<file path="src/design/assert_macros.svh">
// ============================================================================
// Assertion macros
// Shared wrappers for the concurrent assertions of the summed-area block.
// ============================================================================
`ifndef ASSERT_MACROS_SVH
`define ASSERT_MACROS_SVH

// Property that must hold at every rising edge outside reset.
`define ASSERT_CLK(lbl, clk, rst_n, prop, msg) \
    lbl: assert property (@(posedge clk) disable iff (!rst_n) prop) else $error(msg);

// Condition that must never be seen at a rising edge outside reset.
`define ASSERT_NEVER(lbl, clk, rst_n, cond, msg) \
    lbl: assert property (@(posedge clk) disable iff (!rst_n) !(cond)) else $error(msg);

`endif

</file>
<file path="src/design/sat_pkg.sv">
// ============================================================================
// Summed-area table package
// Widths, register indexes and status codes shared by the block's modules.
// ============================================================================
package sat_pkg;

    localparam int DEF_MAX_ROWS = 256;
    localparam int DEF_MAX_COLS = 256;

    localparam int CFG_W    = 9;   // width of a count register
    localparam int CNT_W    = 13;  // holds any count up to the largest table
    localparam int IDX_W    = 2;   // register index on the write port
    localparam int ELEM_W   = 16;
    localparam int SUM_W    = 32;
    localparam int COORD_W  = 8;
    localparam int STATUS_W = 2;

    localparam logic [IDX_W-1:0] REG_ROW_COUNT = 2'd0;
    localparam logic [IDX_W-1:0] REG_COL_COUNT = 2'd1;

    localparam logic [CFG_W-1:0] COUNT_RESET = 9'd256;

    typedef enum logic [STATUS_W-1:0] {
        ST_OK         = 2'd0,
        ST_BAD_RECT   = 2'd1,
        ST_NOT_LOADED = 2'd2
    } t_status;

    // Write and read enables of the table memory.
    typedef struct packed {
        logic wr_en;
        logic rd_en;
    } t_mem_ctl;

endpackage

</file>
<file path="src/design/sat_ctrl.sv">
// ============================================================================
// Summed-area table controller
// Load sequencing, query corner reads, result arithmetic and output register.
// ============================================================================
`include "assert_macros.svh"

module sat_ctrl #(
    parameter int MAX_ROWS = sat_pkg::DEF_MAX_ROWS,
    parameter int MAX_COLS = sat_pkg::DEF_MAX_COLS,
    parameter int ROW_W    = 8,
    parameter int COL_W    = 8
) (
    input  logic                          i_clk,
    input  logic                          i_rst_n,
    input  logic                          i_cfg_we,
    input  logic [sat_pkg::IDX_W-1:0]     i_cfg_index,
    input  logic [sat_pkg::CFG_W-1:0]     i_cfg_data,
    input  logic                          i_in_valid,
    output logic                          o_in_ready,
    input  logic                          i_op,
    input  logic signed [sat_pkg::ELEM_W-1:0] i_element_value,
    input  logic [sat_pkg::COORD_W-1:0]   i_top_row,
    input  logic [sat_pkg::COORD_W-1:0]   i_left_col,
    input  logic [sat_pkg::COORD_W-1:0]   i_bottom_row,
    input  logic [sat_pkg::COORD_W-1:0]   i_right_col,
    output logic                          o_out_valid,
    input  logic                          i_out_ready,
    output logic signed [sat_pkg::SUM_W-1:0] o_rect_sum,
    output logic [sat_pkg::STATUS_W-1:0]  o_status,
    output sat_pkg::t_mem_ctl             o_mem_ctl,
    output logic [ROW_W+COL_W-1:0]        o_wr_addr,
    output logic [sat_pkg::SUM_W-1:0]     o_wr_data,
    output logic [ROW_W+COL_W-1:0]        o_rd_addr_a,
    output logic [ROW_W+COL_W-1:0]        o_rd_addr_b,
    input  logic [sat_pkg::SUM_W-1:0]     i_rd_data_a,
    input  logic [sat_pkg::SUM_W-1:0]     i_rd_data_b
);
    import sat_pkg::*;

    localparam logic [CNT_W-1:0] ROWS_MAX = CNT_W'(MAX_ROWS);
    localparam logic [CNT_W-1:0] COLS_MAX = CNT_W'(MAX_COLS);

    typedef enum logic [4:0] {
        S_IDLE = 5'b00001,
        S_LWR  = 5'b00010,
        S_Q2   = 5'b00100,
        S_Q3   = 5'b01000,
        S_QOUT = 5'b10000
    } t_state;

    // A count of zero acts as one; anything above the table size is clipped.
    function automatic logic [CNT_W-1:0] clamp_count(
        input logic [CFG_W-1:0] v,
        input logic [CNT_W-1:0] mx
    );
        logic [CNT_W-1:0] w;
        w = CNT_W'(v);
        if (w == '0) begin
            return CNT_W'(1);
        end
        return (w > mx) ? mx : w;
    endfunction

    t_state            r_state,     n_state;
    logic [CNT_W-1:0]  r_rows,      n_rows;
    logic [CNT_W-1:0]  r_cols,      n_cols;
    logic [CNT_W-1:0]  r_load_row,  n_load_row;
    logic [CNT_W-1:0]  r_load_col,  n_load_col;
    logic [SUM_W-1:0]  r_run,       n_run;
    logic              r_full,      n_full;
    logic [ROW_W-1:0]  r_q_bot,     n_q_bot;
    logic [ROW_W-1:0]  r_q_above,   n_q_above;
    logic [COL_W-1:0]  r_q_left,    n_q_left;
    logic              r_top_nz,    n_top_nz;
    logic              r_left_nz,   n_left_nz;
    logic [SUM_W-1:0]  r_acc,       n_acc;
    logic [SUM_W-1:0]  r_res_sum,   n_res_sum;
    t_status           r_res_st,    n_res_st;
    logic              r_out_valid, n_out_valid;
    logic [SUM_W-1:0]  r_out_sum,   n_out_sum;
    t_status           r_out_st,    n_out_st;

    logic [CNT_W-1:0]  top_ext, left_ext, bot_ext, right_ext;
    logic [CNT_W-1:0]  col_next, row_next;
    logic [SUM_W-1:0]  elem_ext;
    logic              rect_bad;
    logic              load_skip;

    always_comb begin
        top_ext   = CNT_W'(i_top_row);
        left_ext  = CNT_W'(i_left_col);
        bot_ext   = CNT_W'(i_bottom_row);
        right_ext = CNT_W'(i_right_col);
        elem_ext  = SUM_W'(i_element_value);
        col_next  = r_load_col + CNT_W'(1);
        row_next  = r_load_row + CNT_W'(1);
        rect_bad  = (top_ext > bot_ext) || (left_ext > right_ext) ||
                    (bot_ext >= r_rows) || (right_ext >= r_cols);
        load_skip = r_full || (r_load_row >= r_rows) || (r_load_col >= r_cols);
    end

    always_comb begin
        logic [CNT_W-1:0] above_row;
        logic [CNT_W-1:0] top_m1;
        logic [CNT_W-1:0] left_m1;
        above_row = r_load_row - CNT_W'(1);
        top_m1    = top_ext - CNT_W'(1);
        left_m1   = left_ext - CNT_W'(1);

        n_state     = r_state;
        n_rows      = r_rows;
        n_cols      = r_cols;
        n_load_row  = r_load_row;
        n_load_col  = r_load_col;
        n_run       = r_run;
        n_full      = r_full;
        n_q_bot     = r_q_bot;
        n_q_above   = r_q_above;
        n_q_left    = r_q_left;
        n_top_nz    = r_top_nz;
        n_left_nz   = r_left_nz;
        n_acc       = r_acc;
        n_res_sum   = r_res_sum;
        n_res_st    = r_res_st;
        n_out_valid = r_out_valid;
        n_out_sum   = r_out_sum;
        n_out_st    = r_out_st;

        o_mem_ctl   = '0;
        o_wr_addr   = {r_load_row[ROW_W-1:0], r_load_col[COL_W-1:0]};
        o_wr_data   = r_run + ((r_load_row != '0) ? i_rd_data_a : '0);
        o_rd_addr_a = {above_row[ROW_W-1:0], r_load_col[COL_W-1:0]};
        o_rd_addr_b = {top_m1[ROW_W-1:0], right_ext[COL_W-1:0]};

        if (r_out_valid && i_out_ready) begin
            n_out_valid = 1'b0;
        end

        unique case (r_state)
            S_IDLE: begin
                if (i_in_valid) begin
                    if (!i_op) begin
                        if (!load_skip) begin
                            // Row sum now; the entry above arrives next cycle.
                            n_run         = r_run + elem_ext;
                            o_mem_ctl.rd_en = 1'b1;
                            n_state       = S_LWR;
                        end
                    end else if (!r_full) begin
                        n_res_sum = '0;
                        n_res_st  = ST_NOT_LOADED;
                        n_state   = S_QOUT;
                    end else if (rect_bad) begin
                        n_res_sum = '0;
                        n_res_st  = ST_BAD_RECT;
                        n_state   = S_QOUT;
                    end else begin
                        o_mem_ctl.rd_en = 1'b1;
                        o_rd_addr_a = {bot_ext[ROW_W-1:0], right_ext[COL_W-1:0]};
                        n_q_bot   = bot_ext[ROW_W-1:0];
                        n_q_above = top_m1[ROW_W-1:0];
                        n_q_left  = left_m1[COL_W-1:0];
                        n_top_nz  = (i_top_row != '0);
                        n_left_nz = (i_left_col != '0);
                        n_state   = S_Q2;
                    end
                end
            end
            S_LWR: begin
                o_mem_ctl.wr_en = 1'b1;
                if (col_next >= r_cols) begin
                    n_load_col = '0;
                    n_run      = '0;
                    n_load_row = row_next;
                    if (row_next >= r_rows) begin
                        n_full = 1'b1;
                    end
                end else begin
                    n_load_col = col_next;
                end
                n_state = S_IDLE;
            end
            S_Q2: begin
                n_acc = i_rd_data_a - (r_top_nz ? i_rd_data_b : '0);
                o_mem_ctl.rd_en = 1'b1;
                o_rd_addr_a = {r_q_bot, r_q_left};
                o_rd_addr_b = {r_q_above, r_q_left};
                n_state = S_Q3;
            end
            S_Q3: begin
                n_res_sum = r_acc - (r_left_nz ? i_rd_data_a : '0)
                          + ((r_top_nz && r_left_nz) ? i_rd_data_b : '0);
                n_res_st  = ST_OK;
                n_state   = S_QOUT;
            end
            S_QOUT: begin
                if (!r_out_valid || i_out_ready) begin
                    n_out_valid = 1'b1;
                    n_out_sum   = r_res_sum;
                    n_out_st    = r_res_st;
                    n_state     = S_IDLE;
                end
            end
            default: begin
                n_state = S_IDLE;
            end
        endcase

        // A write to the row or column count register restarts the load pass.
        if (i_cfg_we) begin
            if (i_cfg_index == REG_ROW_COUNT || i_cfg_index == REG_COL_COUNT) begin
                if (i_cfg_index == REG_ROW_COUNT) begin
                    n_rows = clamp_count(i_cfg_data, ROWS_MAX);
                end else begin
                    n_cols = clamp_count(i_cfg_data, COLS_MAX);
                end
                n_load_row = '0;
                n_load_col = '0;
                n_run      = '0;
                n_full     = 1'b0;
            end
        end
    end

    always_ff @(posedge i_clk) begin
        if (!i_rst_n) begin
            r_state     <= S_IDLE;
            r_rows      <= clamp_count(COUNT_RESET, ROWS_MAX);
            r_cols      <= clamp_count(COUNT_RESET, COLS_MAX);
            r_load_row  <= '0;
            r_load_col  <= '0;
            r_run       <= '0;
            r_full      <= 1'b0;
            r_out_valid <= 1'b0;
        end else begin
            r_state     <= n_state;
            r_rows      <= n_rows;
            r_cols      <= n_cols;
            r_load_row  <= n_load_row;
            r_load_col  <= n_load_col;
            r_run       <= n_run;
            r_full      <= n_full;
            r_out_valid <= n_out_valid;
        end
    end

    always_ff @(posedge i_clk) begin
        r_q_bot   <= n_q_bot;
        r_q_above <= n_q_above;
        r_q_left  <= n_q_left;
        r_top_nz  <= n_top_nz;
        r_left_nz <= n_left_nz;
        r_acc     <= n_acc;
        r_res_sum <= n_res_sum;
        r_res_st  <= n_res_st;
        r_out_sum <= n_out_sum;
        r_out_st  <= n_out_st;
    end

    assign o_in_ready  = (r_state == S_IDLE);
    assign o_out_valid = r_out_valid;
    assign o_rect_sum  = r_out_sum;
    assign o_status    = r_out_st;

    `ASSERT_CLK(a_load_pos_in_range, i_clk, i_rst_n,
        !r_full |-> (r_load_col < r_cols && r_load_row < r_rows),
        "load position outside the configured matrix")
    `ASSERT_CLK(a_full_sticky, i_clk, i_rst_n,
        (r_full && !i_cfg_we) |=> r_full,
        "table lost its full mark without a register write")
    `ASSERT_CLK(a_load_no_result, i_clk, i_rst_n,
        (i_in_valid && o_in_ready && !i_op) |=> (r_state == S_LWR || r_state == S_IDLE),
        "a load request entered the query path")

endmodule

</file>
<file path="config.mk">
export PLATFORM = sky130hd
export DESIGN_NAME = sat_ctrl
export DESIGN_NICKNAME = d
export VERILOG_FILES = /design/src/design/sat_pkg.sv /design/src/design/sat_ctrl.sv
export VERILOG_INCLUDE_DIRS = /design/src /design/src/design
export SDC_FILE = /design/constraint.sdc
export NUM_CORES = 1
export LEC_CHECK = 0
export BUFFER_PORTS_ARGS = -buffer_cell sky130_fd_sc_hd__buf_2
export CORE_MARGIN = 2
export CORE_UTILIZATION = 55
export CTS_CLUSTER_SIZE = 24
export DETAILED_ROUTE_END_ITERATION = 12
export PLACE_DENSITY = 0.87
export SYNTH_ARGS = -nofsm -noshare
export SYNTH_HDL_FRONTEND = slang
export SYNTH_SLANG_ARGS = --single-unit
</file>
<file path="constraint.sdc">
create_clock -name i_clk -period 6.4 [get_ports i_clk]
set_input_delay 0.32 -clock i_clk [delete_from_list [all_inputs] [get_ports i_clk]]
set_output_delay 0.32 -clock i_clk [all_outputs]
set_load 0.02 [all_outputs]
</file>
==> results.txt, run 1 <==
The final critical-path share of the clock period is 79.1%. The largest total area in the synthesized netlist belongs to sky130_fd_sc_hd__edfxtp_1. The combined global-route utilization of all metal layers is slightly below 30%. The detail route stage leaves a number of antenna-violating nets equal to 0. In this run the worst setup path begins at r_load_row[2]. The area after detailed placement came out at 19400 sq um. For this run, design rule violations remaining after detail routing come to 0. After global routing, the most crowded layer is met2. The max-slew violation count came out at 0. The final weighted congestion in routability-driven placement came out at 1.02.

The maximum buffer depth of the clock tree is 3. The fill cell instance count of the final layout came out at 2731. The average wire per standard cell came out at roughly 19 um.

Between clock sinks in the finished design, the worst skew comes to about 0.013 ns. For this block, the initial DRC count from the detailed router was 1212. The first global-routing pass estimated ~80 mm of wire. Dividing total power by cell area gives a power density of 177 nW/um^2. The average footprint of a synthesized cell came out at 8.71 sq um. Port buffering added 246 buffers.

The number of buffers inserted to repair setup after CTS is 0. STA classifies the critical path startpoint as a register. Of all nets on the critical path, the largest fanout is 32. The total number of placement rows came out at 66. The clock sink total came out at 209. The synthesized netlist cell count came out at 2054.

The post-cts repair resize count is 0. Across all setup checks in the final design, the least slack found is 1.34 ns. Counting the buffers created by CTS gives 25. Dividing the detail-routed via count by the number of cells gives 6.05. The H-tree depth came out at 1. The total wirelength of the detailed-routed design is 51.2 mm. Entering global routing, the biggest net connects between 50 and 60 pins. The clock reaches the later pin of the worst-skew pair after 0.54 ns. The starting utilization of the core area is 55.4%. Measured against its own limit, the worst slew margin works out to between 20% and 30%. The post-detailed-placement half-perimeter wirelength is 40.3 mm. The path type of the worst setup path is register to output port. The startpoint identified for the worst register-to-register timing path is r_top_nz. The via count came out at 16500. The cell depth of the worst min-delay path came out at 2. The synthesized flop and latch total is 209. The depth of the most critical reg-to-reg path is 15. The clock root buffer master is sky130_fd_sc_hd__clkbuf_16. The met1 track demand over resource in global routing came out at 35.4%. The iteration count of the initial detailed-routing pass came out at 5.

The initial antenna violation count is 7. The relative area change from synthesis to final layout is 13.1%. The analysis attributes to cell leakage a power of 9.23 nW. Across the VDD grid, the largest voltage drop is just over 0.2 mV. After floorplanning, the core was sized to cover ~32000 sq um. The vertical die dimension came out at 184 um. After synthesis, flip-flops and latches occupy between 30% and 40% of the total area. The post-cts hold buffer count came out at 0. The fraction of synthesis flops using an asynchronous set or reset pin is 0%. The summed instance area of the synthesized netlist is 17900 sq um. The setup violation total in the final timing report came out at 0. The full die area is 34000 sq um.

The final period demand of the worst path is between 5 and 6 ns. The die span in x came out at roughly 180 um. The run finished with clean final reports. The number of maximum-capacitance constraint violations came out at 0. Data on the critical path is required at its endpoint by 6.08 ns. Yosys attributes the largest share of cell area to sky130_fd_sc_hd__edfxtp_1 21%, sky130_fd_sc_hd__ha_1 14%, sky130_fd_sc_hd__dfxtp_1 9.3%, sky130_fd_sc_hd__a21oi_1 4.4%, sky130_fd_sc_hd__inv_1 3.8%.

The via count of the first global-routing pass is 15900. The share of cells above drive strength 1 came out at 14.0%. The count of flip-flops with a built-in enable after synthesis is 126. The area share of the largest cell type after synthesis is 21.1%.

The final global-route overflow total came out at 0. The CTS clock-pin slew for the worst setup and hold paths came out at 0.06 ns. The startpoint of the lowest-slack hold path is i_rst_n.

The final count of hold timing violations is 0. Global routing consumed, on the met2 layer, between 50% and 60% of the routing resources. The worst reg2reg path endpoint is r_res_sum[31]. The net count after synthesis came out at 2415. Setup repair after global routing left no endpoint under its margin. In this run, distinct cell masters in the synthesized netlist total 82.

sky130_fd_sc_hd__ha_1 is the most common cell in the netlist. For this run, global-route usage on met3 was measured as roughly 5.5%. The worst setup path is captured at an output port. Summed over all failing endpoints, the final setup total negative slack is 0 ns. Counting instances in the post-synthesis netlist gives the leading cell types as 198 x sky130_fd_sc_hd__ha_1, 183 x sky130_fd_sc_hd__inv_1, 178 x sky130_fd_sc_hd__nand2_1, 157 x sky130_fd_sc_hd__a21oi_1, 130 x sky130_fd_sc_hd__nor2_1. between 200 and 250 I/O pins were placed. TritonCTS built the clock tree. The net count of the finished layout came out at 2618. The yosys synthesis warning count came out at 0. In this run the worst setup path terminates at o_wr_data[30]. In the synthesized netlist the dominant register cell turns out to be sky130_fd_sc_hd__edfxtp_1. The pin slew with the least headroom to its limit is 1.18 ns. The final worst hold slack is 0.0226 ns. Timing would allow up to 197 MHz. Across all register-to-register paths, the minimum setup slack is 1.79 ns. The pre-CTS worst setup slack came out at 1.89 ns.

The arrival time reported for the critical path endpoint came out at 4.74 ns. The finished cells cover 20200 sq um. In this run the worst hold path is classified as primary input to register.
worst min path at each step:
stage	to	slack (ns)
detailed placement	o_rect_sum[7]	0.41
global placement	o_rect_sum[4]	0.41
finish	r_cols[8]	0.02
CTS	r_cols[8]	0.01
floorplan	o_rect_sum[0]	0.40
global route	r_rows[8]	0.02
final cells by class:
type | count | area [sq um] | share of cell area (%)
diodes | 3 | 7.51 | 0.0371
clock buffers | 29 | 641 | 3.17
clock inverters | 17 | 203 | 1.00
inverters | 185 | 694 | 3.43
multi-input cells | 1579 | 11400 | 56.1
flip-flops and latches | 209 | 5450 | 26.9
well taps | 442 | 553 | 2.73
repair buffers | 257 | 1330 | 6.56
layer usage:
layer  share of wire [%]  wire (um)
met5                0.16         82
met4                 4.3       2210
met2                  48      24600
met1                  39      20000
met3                 8.4       4310
registers in the layout, summed over array words and instances (netlist names):
| name | cells |
|---|---|
| o_status | 2 |
| r_q_left | 8 |
| r_full | 1 |
| r_q_bot | 8 |
| o_out_valid | 1 |
| r_rows | 9 |
| r_q_above | 8 |
| r_res_sum | 32 |
| r_acc | 32 |
| r_load_col | 13 |
| r_left_nz | 1 |
| r_res_st | 2 |
| r_top_nz | 1 |
| r_cols | 9 |
| r_state | 5 |
| o_rect_sum | 32 |
| r_load_row | 13 |
| r_run | 32 |
through the flow:
step / util (%) / instances / power (mW)
3_3_place_gp: 60.0 / 2672 / 2.10
6_report: 62.6 / 2721 / 3.59
2_1_floorplan: - / 2054 / 1.91
3_5_place_dp: 60.0 / 2672 / 2.12
4_1_cts: 62.6 / 2718 / 3.59
5_1_grt: 62.6 / 2718 / 3.71
logic make-up (layout without fill, tap and decap cells):
kind of cell | count (synthesis) | after routing | share of synthesized area (%)
xor+xnor | 134 | 134 | 6.56
other cells | 0 | 3 | 0
flops | 209 | 209 | 30.4
simple gates | 673 | 673 | 18.8
buf+inv | 266 | 488 | 6.18
fa+ha+maj | 232 | 232 | 17.7
mux | 13 | 13 | 0.734
compound gates | 527 | 527 | 19.7
cell usage in the layout, fill, tap and decap left out, types with 83 or more instances in the layout:
master                     instances
sky130_fd_sc_hd__a21oi_1         157
sky130_fd_sc_hd__buf_2           246
sky130_fd_sc_hd__dfxtp_1          83
sky130_fd_sc_hd__edfxtp_1        126
sky130_fd_sc_hd__ha_1            198
sky130_fd_sc_hd__inv_1           182
sky130_fd_sc_hd__nand2_1         178
sky130_fd_sc_hd__nor2_1          130
sky130_fd_sc_hd__o21ai_0          85
worst max-delay path, cell delays in order (launching register included):
cell and delay, ns:
sky130_fd_sc_hd__dfxtp_1 0.43, sky130_fd_sc_hd__nor4_1 0.47, sky130_fd_sc_hd__nand4_1 0.14, sky130_fd_sc_hd__buf_4 0.24, sky130_fd_sc_hd__and2_1 0.18, sky130_fd_sc_hd__ha_1 0.21
sky130_fd_sc_hd__fa_1 0.45, sky130_fd_sc_hd__a211oi_1 0.24, sky130_fd_sc_hd__nor2_1 0.12, sky130_fd_sc_hd__o31ai_1 0.21, sky130_fd_sc_hd__a21oi_1 0.22, sky130_fd_sc_hd__o21ai_0 0.43
sky130_fd_sc_hd__a31oi_1 0.17, sky130_fd_sc_hd__nor2_1 0.22, sky130_fd_sc_hd__o21ai_0 0.14, sky130_fd_sc_hd__xor2_1 0.15, sky130_fd_sc_hd__buf_2 0.16
power by group:
| group | leakage [nW] | internal [mW] | switching, mW |
|---|---|---|---|
| registers | 1.83 | 1.47 | 0.0206 |
| clock network | 0.395 | 0.881 | 0.605 |
| logic | 7.00 | 0.227 | 0.389 |
Note: power is estimated with default switching activity, not from simulation.
==> run 2, diff against run 1 <==
--- a/config.mk
+++ b/config.mk
@@ -6,12 +6,13 @@
 export SDC_FILE = /design/constraint.sdc
 export NUM_CORES = 1
 export LEC_CHECK = 0
+export ABC_AREA = 1
 export BUFFER_PORTS_ARGS = -buffer_cell sky130_fd_sc_hd__buf_2
 export CORE_MARGIN = 2
 export CORE_UTILIZATION = 55
 export CTS_CLUSTER_SIZE = 24
 export DETAILED_ROUTE_END_ITERATION = 12
-export PLACE_DENSITY = 0.87
+export PLACE_DENSITY = 0.86
 export SYNTH_ARGS = -nofsm -noshare
 export SYNTH_HDL_FRONTEND = slang
 export SYNTH_SLANG_ARGS = --single-unit
==> constraint.sdc (replaced) <==
create_clock -name i_clk -period 4.8 [get_ports i_clk]
set_input_delay 0.24 -clock i_clk [delete_from_list [all_inputs] [get_ports i_clk]]
set_output_delay 0.24 -clock i_clk [all_outputs]
set_load 0.02 [all_outputs]
==> results.txt, run 2 <==
The flow ran to the end, and the final reports show no timing, DRC or antenna violations. The average footprint of a synthesized cell came to 6.95 sq um (-20%). The number of DRC markers after the initial detailed-route iteration came out at 1315 (+8.5%).

The total number of placement rows came out at 69 (+4.5%). The total DRC errors in the routed layout came out at 0 (unchanged). The pre-CTS worst setup slack was 0.532 ns (-1.36 ns). The internal power consumption came out at 3.67 mW (+43%). The iteration count of the initial detailed-routing pass is 6 (+1). The final setup slack of the worst path is 0.287 ns (-1.05 ns). The die span in x came out at 193 um (+4.6%). The sum of negative setup slack is 0 ns (unchanged). The proportion of synthesized chip area in sequential cells is 27.8% (-2.6 points).

The starting utilization of the core area came to 55.5% (+0.088 points). The net switching power is 2.14 mW (+110%). The area occupied by multi-input gates came out at 12100 sq um (+6.8%). In this run the worst hold path is classified as primary input to register. The area share of the largest cell type after synthesis is 19.3% (-1.8 points). The number of clock buffers inserted by TritonCTS is 25 (unchanged). The non-filler instance count after layout came out at 3535 (+30%). The final period demand of the worst path came out at 4.51 ns. The reported leakage power is 11.2 nW (+21%). The arrival time reported for the critical path endpoint is 4.27 ns (-0.47 ns). The most common cell after layout, fill and taps aside is sky130_fd_sc_hd__nand2_1. The via count of the first global-routing pass is 19200 (+20%). The clock sink total came to 209 (unchanged).

The synthesized netlist cell count came out at 2821 (+37%). Compared with the post-synthesis result, the final layout area differs by 12.9%. The pin slew with the least headroom to its limit is 1.25 ns (+0.0673 ns). The top cell types in the final layout, fill and taps aside, are 687 x sky130_fd_sc_hd__nand2_1, 438 x sky130_fd_sc_hd__inv_1, 265 x sky130_fd_sc_hd__nor2_1.

The setup violation total in the final timing report is 0 (unchanged). Dividing the final minimum period by the clock period gives 94.0%. The average wire per standard cell came to 17.8 um (-5.2%). The share of total power in combinational logic came out at 30.5% (+13 points).

Following the worst setup path forward leads to its endpoint at o_wr_data[29]. The highest achievable clock rate is 222 MHz. The minimum setup slack among reg-to-reg paths came out at 0.91 ns (-0.88 ns). The critical path starts at r_load_row[0]. The count of flip-flops with a built-in enable after synthesis is 126 (unchanged). The max-slew violation count is 0 (unchanged). The count of pins on the block boundary is 247 (unchanged).

Setup repair after global routing left no endpoint under its margin. The post-detailed-placement half-perimeter wirelength is 51.1 mm (+27%). The leading cell type by number of instances after synthesis is sky130_fd_sc_hd__nand2_1. The cell area power density came out at 262 nW/um^2 (+48%). The count of port buffers added during placement is 246 (unchanged).

The library cell occupying the most area in the post-synthesis netlist is sky130_fd_sc_hd__edfxtp_1. The total wirelength of the detailed-routed design came out at 63.1 mm (+23%). The via count is 20000 (+21%). The via count normalized by instance count is 5.66 (-6.6%). The number of maximum-capacitance constraint violations is 0 (unchanged). The depth of the most critical reg-to-reg path was 15 (unchanged). The summed instance area of the synthesized netlist came to 19600 sq um (+9.5%).

The part of the total power dissipated in sequential elements came out at 37.7% (-3.7 points). The yosys synthesis warning count is 0 (unchanged). The standard cell core area is 35300 sq um (+9.4%). After synthesis, the most frequently instantiated cells are 688 x sky130_fd_sc_hd__nand2_1, 439 x sky130_fd_sc_hd__inv_1, 268 x sky130_fd_sc_hd__nor2_1, 251 x sky130_fd_sc_hd__a21oi_1, 198 x sky130_fd_sc_hd__ha_1. The share of cells above drive strength 1 is 11.0% (-3.0 points). The synthesized flop and latch total came out at 209 (unchanged). The worst reg2reg path endpoint is r_res_sum[21]. The TritonCTS clock tree is done.

The switching power share of the total is 36.8% (+8.5 points). The final setup skew came out at 0.0172 ns (+0.00438 ns). The clock root buffer master is sky130_fd_sc_hd__clkbuf_16.

The number of nets with antenna violations after detailed routing came out at 0 (unchanged). The required time of the worst setup path came out at 4.56 ns (-1.52 ns). The initial antenna violation count came out at 3 (-4). The worst vdd rail ir drop was 0.338 mV (+63%). STA classifies the critical path startpoint as a register. The fraction of synthesis flops using an asynchronous set or reset pin is 0% (unchanged).

The final weighted congestion in routability-driven placement was 0.985 (-3.0%). The total placed cells including tap cells is 3471 (+30%). The fill cell instance count of the final layout came out at 3247 (+19%). The path type of the worst setup path is register to output port. The number of unique standard cell types used by synthesis came out at 52 (-37%). The CTS clock-pin slew for the worst setup and hold paths came to 0.06 ns (about the same). The maximum number of pins on one net before global-route repair is 37 (-31%). The combined global-route utilization of all metal layers is 33.5% (+4.0 points). The vertical die dimension is 193 um (+4.6%). The full die area is 37200 sq um (+9.3%). The register area was 5450 sq um (unchanged). The source-to-sink clock delay at the later pin of the worst-skew pair came to 0.54 ns (about the same). The most common flop cell mapped by yosys is sky130_fd_sc_hd__edfxtp_1. The total power of the final layout came out at 5.81 mW (+62%).

STA classifies the critical path endpoint as an output port. The relative slew slack came to 16.2% (-5.1 points). The final global-route overflow total is 0 (unchanged).

The maximum buffer depth of the clock tree is 3 (unchanged). The launch instance of the worst register-to-register path is r_top_nz. The peak fanout along the critical path came out at 16 (-50%). The final worst hold slack is 0.0436 ns (+0.0210 ns). The wire length of the first global-routing pass is 98.2 mm (+22%).

The final count of hold timing violations is 0 (unchanged). The clock group share of total power is 31.8% (-9.6 points). The H-tree depth is 1 (unchanged). In the post-synthesis netlist, the biggest area contributors are sky130_fd_sc_hd__edfxtp_1 19%, sky130_fd_sc_hd__nand2_1 13%, sky130_fd_sc_hd__ha_1 13%, sky130_fd_sc_hd__dfxtp_1 8.5%, sky130_fd_sc_hd__inv_1 8.4%.

The net count after synthesis is 3182 (+32%). The net count of the finished layout is 3412 (+30%).
## run 2: cell types whose count changed in the layout (fill, tap and decap cells not counted), sizes merged, moves of 28 or more
cell / before / now
nand2: 178 / 690
inv: 185 / 445
nor2: 131 / 275
nand3: 72 / 167
a21oi: 158 / 251
and2: 72 / 2
o21ai: 95 / 147
a21o: 64 / 19
and3: 32 / 0
xnor2: 67 / 36
nand2b: 28 / 0
## run 2: per-layer routing
layer / vias up / wire [um] / GRT usage (%)
li1: 9738 / - / -
met1: 9180 / 25800 / 41.2
met4: 2 / 2900 / 13.7
met2: 882 / 29700 / 58.6
met3: 189 / 4630 / 4.98
met5: - / 13 / 0
## run 2: how the worst min path moves through the flow
stage	from	endpoint	slack, ns	depth (start not counted)
after floorplan	i_bottom_row[0]	r_q_bot[0]	0.34	0
after global placement	r_res_sum[9]	o_rect_sum[9]	0.40	0
after detailed placement	r_res_sum[13]	o_rect_sum[13]	0.40	0
after CTS	i_left_col[7]	r_left_nz	0.01	2
after global routing	i_left_col[7]	r_q_left[7]	0.05	2
final	i_left_col[7]	r_left_nz	0.04	2
## run 2: worst max-delay path: stages (launching register included)
cell	delay, ns
sky130_fd_sc_hd__dfxtp_1	0.38
sky130_fd_sc_hd__inv_1	0.18
sky130_fd_sc_hd__ha_1	0.21
sky130_fd_sc_hd__nand2_1	0.11
sky130_fd_sc_hd__nor3_2	0.19
sky130_fd_sc_hd__nand2_2	0.23
sky130_fd_sc_hd__clkinvlp_4	0.25
sky130_fd_sc_hd__buf_4	0.24
sky130_fd_sc_hd__nor2_1	0.07
sky130_fd_sc_hd__ha_1	0.39
sky130_fd_sc_hd__nand2_1	0.14
sky130_fd_sc_hd__o21ai_0	0.40
sky130_fd_sc_hd__a21oi_1	0.07
sky130_fd_sc_hd__or2_2	0.28
sky130_fd_sc_hd__o211ai_1	0.16
sky130_fd_sc_hd__xor2_1	0.23
sky130_fd_sc_hd__buf_2	0.20
## run 2: logic make-up after synthesis
logic type	share of synthesized area [%]
xor gates and xnor gates	4.65
buffers and inverters	10.5
adders and majority gates	16.1
DFF	27.8
AOI/OAI and AO/OA	13.9
and+or+nand+nor	27.0
## run 2: final cells by class
type | instances | share of cell area [%]
Antenna cell | 5 | 0.0566
Clock buffer | 29 | 3.13
Clock inverter | 16 | 0.430
Inverter | 446 | 7.59
Multi-Input combinational cell | 2095 | 54.9
Sequential cell | 209 | 24.6
Tap cell | 461 | 2.61
Timing Repair Buffer | 273 | 6.66
Timing Repair inverter | 1 | 0.0339
## run 2: power groups by stage
stage               combinational (mW)  clock [mW]  sequential (mW)
global placement                  1.69           0             2.22
finish                            1.77        1.85             2.19
detailed placement                1.72           0             2.22
global route                      1.94        1.93             2.20
floorplan                         1.13           0             2.21
CTS                               1.74        1.87             2.19
## run 2: metrics by stage
step,area [sq um],util (%)
final,22100,62.6
after global routing,22100,62.6
after CTS,22100,62.5
after detailed placement,21200,60.0
after global placement,21200,60.0
after floorplan,19600,-
## run 2: what timing repair did
item,4_1_cts,5_1_grt
setup endpoints to repair,3,9
buffers inserted,0,2
endpoints found under the hold margin,13,0
hold buffers,11,0
gates cloned,0,1
resized for setup,1,4
==> run 3, diff against run 2 <==
--- a/config.mk
+++ b/config.mk
@@ -8,11 +8,14 @@
 export LEC_CHECK = 0
 export ABC_AREA = 1
 export BUFFER_PORTS_ARGS = -buffer_cell sky130_fd_sc_hd__buf_2
+export CAP_MARGIN = 20
 export CORE_MARGIN = 2
 export CORE_UTILIZATION = 55
 export CTS_CLUSTER_SIZE = 24
 export DETAILED_ROUTE_END_ITERATION = 12
+export GPL_ROUTABILITY_DRIVEN = 1
 export PLACE_DENSITY = 0.86
+export REMOVE_ABC_BUFFERS = 1
 export SYNTH_ARGS = -nofsm -noshare
 export SYNTH_HDL_FRONTEND = slang
 export SYNTH_SLANG_ARGS = --single-unit
==> results.txt, run 3 (same netlist as run 2, synthesis figures left out) <==
The run finished with clean final reports. The die span in x came to 193 um (unchanged). The number of DRC markers after the initial detailed-route iteration is 1508 (+15%). The full die area came out at 37200 sq um (unchanged). The combined global-route utilization of all metal layers is 35.4% (+1.9 points).

The relative area change from synthesis to final layout is 13.0% (about the same). The clock sink total is 209 (unchanged). The worst hold path terminates at r_q_left[7]. The cell area power density is 267 nW/um^2 (+1.9%).

The highest achievable clock rate came out at 219 MHz (-1.0%). The setup violation total in the final timing report was 0 (unchanged). The final global-route overflow total came out at 0 (unchanged). The total wirelength of the detailed-routed design came out at 66.6 mm (+5.7%). The source-to-sink clock delay at the later pin of the worst-skew pair came to 0.58 ns (+0.04 ns). In this run the most critical hold path is launched from i_left_col[7]. The worst setup path is launched from a register. The total number of placement rows came out at 69 (unchanged). Setup repair after global routing left no endpoint under its margin. TritonCTS built the clock tree. The vertical die dimension is 193 um (unchanged). The H-tree depth came to 1 (unchanged).

The clock root buffer master is sky130_fd_sc_hd__clkbuf_16. The endpoint identified for the worst register-to-register timing path is r_res_sum[22]. The count of port buffers added during placement came out at 246 (unchanged). The final period demand of the worst path is 4.56 ns (+0.0458 ns). The initial antenna violation count came out at 3 (unchanged).

The relative slew slack came out at 30.2% (+14 points). The max-slew violation count came out at 0 (unchanged). The arrival time reported for the critical path endpoint came out at 4.32 ns (+0.05 ns). The via count normalized by instance count came to 5.73 (+1.4%).

The utilization after layout is 62.7% (about the same). The final count of hold timing violations came to 0 (unchanged). The final setup slack of the worst path is 0.241 ns (-0.0458 ns). The CTS clock-pin slew for the worst setup and hold paths came out at 0.07 ns (about the same). The maximum number of pins on one net before global-route repair is 67 (+81%). The final critical-path share of the clock period is 95.0% (+0.95 points).

The post-detailed-placement half-perimeter wirelength came out at 54.0 mm (+5.7%). The number of nets with antenna violations after detailed routing is 0 (unchanged). The total DRC errors in the routed layout came out at 0 (unchanged). The worst setup path is captured at an output port. The number of maximum-capacitance constraint violations came out at 0 (unchanged). The via count of the first global-routing pass is 19600 (+2.0%). The pin slew with the least headroom to its limit came out at 1.05 ns (-0.201 ns). The net count of the finished layout is 3414 (+0.059%). The starting utilization of the core area is 55.5% (unchanged).

The pre-CTS worst setup slack came out at 0.709 ns (+0.177 ns). The fill cell instance count of the final layout is 3260 (+0.40%). The final weighted congestion in routability-driven placement came out at 0.998 (+1.4%). The launch instance of the worst register-to-register path is r_left_nz. The worst vdd rail ir drop is 0.282 mV (-17%). The top cell types in the final layout, fill and taps aside, are 688 x sky130_fd_sc_hd__nand2_1, 438 x sky130_fd_sc_hd__inv_1, 265 x sky130_fd_sc_hd__nor2_1. The via count came out at 20300 (+1.4%). The total placed cells including tap cells was 3475 (+0.12%). The iteration count of the initial detailed-routing pass is 6 (unchanged).

The minimum setup slack among reg-to-reg paths was 0.97 ns (+0.06 ns). The wire length of the first global-routing pass came to 103 mm (+4.7%). The number of clock buffers inserted by TritonCTS is 25 (unchanged).

The share of cells above drive strength 1 came out at 10.9% (-0.11 points). The final setup skew came to 0.0341 ns (+0.0169 ns). Leaving out fill and tap cells, the most frequent cell in the layout is sky130_fd_sc_hd__nand2_1. The non-filler instance count after layout is 3536 (+0.028%).

The worst setup path is of the register to output port kind. The depth of the most critical reg-to-reg path came out at 17 (+2). The tightest min-delay check is of the primary input to register type. The count of pins on the block boundary came out at 247 (unchanged). The standard cell core area came out at 35300 sq um (unchanged). The peak fanout along the critical path is 11 (-5). The cell depth of the worst min-delay path is 2 (unchanged).

The average wire per standard cell is 18.8 um (+5.6%). The maximum buffer depth of the clock tree was 3 (unchanged). The reported leakage power came to 11.2 nW (+0.16%). The required time of the worst setup path came out at 4.56 ns (about the same).
[run 3: cell count changes in the layout (fill, tap and decap cells not counted), sizes merged, moves of 2 or more]
cell | before | now
clkinv | 13 | 11
clkinvlp | 5 | 3
buf | 262 | 264
diode | 5 | 3
bufinv | 0 | 2
[run 3: per-layer routing]
| layer | up-vias | routed length [um] | track usage [%] |
|---|---|---|---|
| li1 | 9725 | - | - |
| met1 | 9312 | 26000 | 42.3 |
| met2 | 1015 | 31200 | 61.2 |
| met3 | 216 | 6060 | 7.00 |
| met4 | 2 | 3290 | 16.3 |
| met5 | - | 13 | 0 |
[run 3: worst max-delay path: stages (launching register included)]
cell	delay, ns
sky130_fd_sc_hd__dfxtp_1	0.45
sky130_fd_sc_hd__inv_1	0.15
sky130_fd_sc_hd__ha_1	0.25
sky130_fd_sc_hd__nand2_1	0.11
sky130_fd_sc_hd__nor3_1	0.07
sky130_fd_sc_hd__nand2_1	0.20
sky130_fd_sc_hd__clkinvlp_4	0.28
sky130_fd_sc_hd__nor2_1	0.25
sky130_fd_sc_hd__ha_1	0.26
sky130_fd_sc_hd__nand3_1	0.08
sky130_fd_sc_hd__nand3_1	0.15
sky130_fd_sc_hd__a21oi_1	0.32
sky130_fd_sc_hd__o21ai_1	0.19
sky130_fd_sc_hd__a21oi_1	0.33
sky130_fd_sc_hd__o21bai_1	0.15
sky130_fd_sc_hd__xor2_1	0.28
sky130_fd_sc_hd__buf_2	0.22
[run 3: how the worst max path moves through the flow]
stage | start | to | slack (ns) | cells after the start
after floorplan | r_state[3] | r_res_st[0] | -1.78 | 7
after global placement | r_load_row[0] | o_wr_data[17] | 0.86 | 16
after detailed placement | r_load_row[0] | o_wr_data[17] | 0.71 | 16
after CTS | r_load_row[0] | o_wr_data[17] | 0.12 | 16
after global routing | r_load_row[0] | o_wr_data[31] | 0.02 | 22
final | r_load_row[0] | o_wr_data[17] | 0.24 | 16
[run 3: final cells by class]
| cell class | instances | area (sq um) | area share [%] |
|---|---|---|---|
| clock inverters | 16 | 155 | 0.701 |
| repair buffers | 276 | 1490 | 6.72 |
| flip-flops and latches | 209 | 5450 | 24.6 |
| diodes | 3 | 7.51 | 0.0339 |
| clock buffers | 30 | 654 | 2.96 |
| well taps | 461 | 577 | 2.61 |
| inverters | 446 | 1680 | 7.58 |
| multi-input cells | 2095 | 12100 | 54.8 |
[run 3: power breakdown]
group | leakage (nW) | internal (mW) | switching, mW
Combinational | 8.96 | 0.557 | 1.26
Sequential | 1.83 | 2.08 | 0.0885
Clock | 0.399 | 1.09 | 0.838
[run 3: through the flow]
stage / area [sq um] / power (mW) / hold WS (ns) / TNS (ns)
after floorplan: 19200 / 3.31 / 0.325 / -102.37
after global placement: 21200 / 3.94 / 0.401 / 0
after detailed placement: 21200 / 3.97 / 0.405 / 0
after CTS: 22100 / 5.89 / 0.0197 / 0
after global routing: 22100 / 6.18 / 0.0256 / 0
final: 22100 / 5.92 / 0.0263 / 0
[run 3: timing repair]
action | in CTS | in global routing
hold buffers | 12 | 0
hold endpoints to repair | 14 | 0
gates resized for setup | 0 | 3
setup endpoints to repair | 0 | 10
setup buffers | 0 | 0
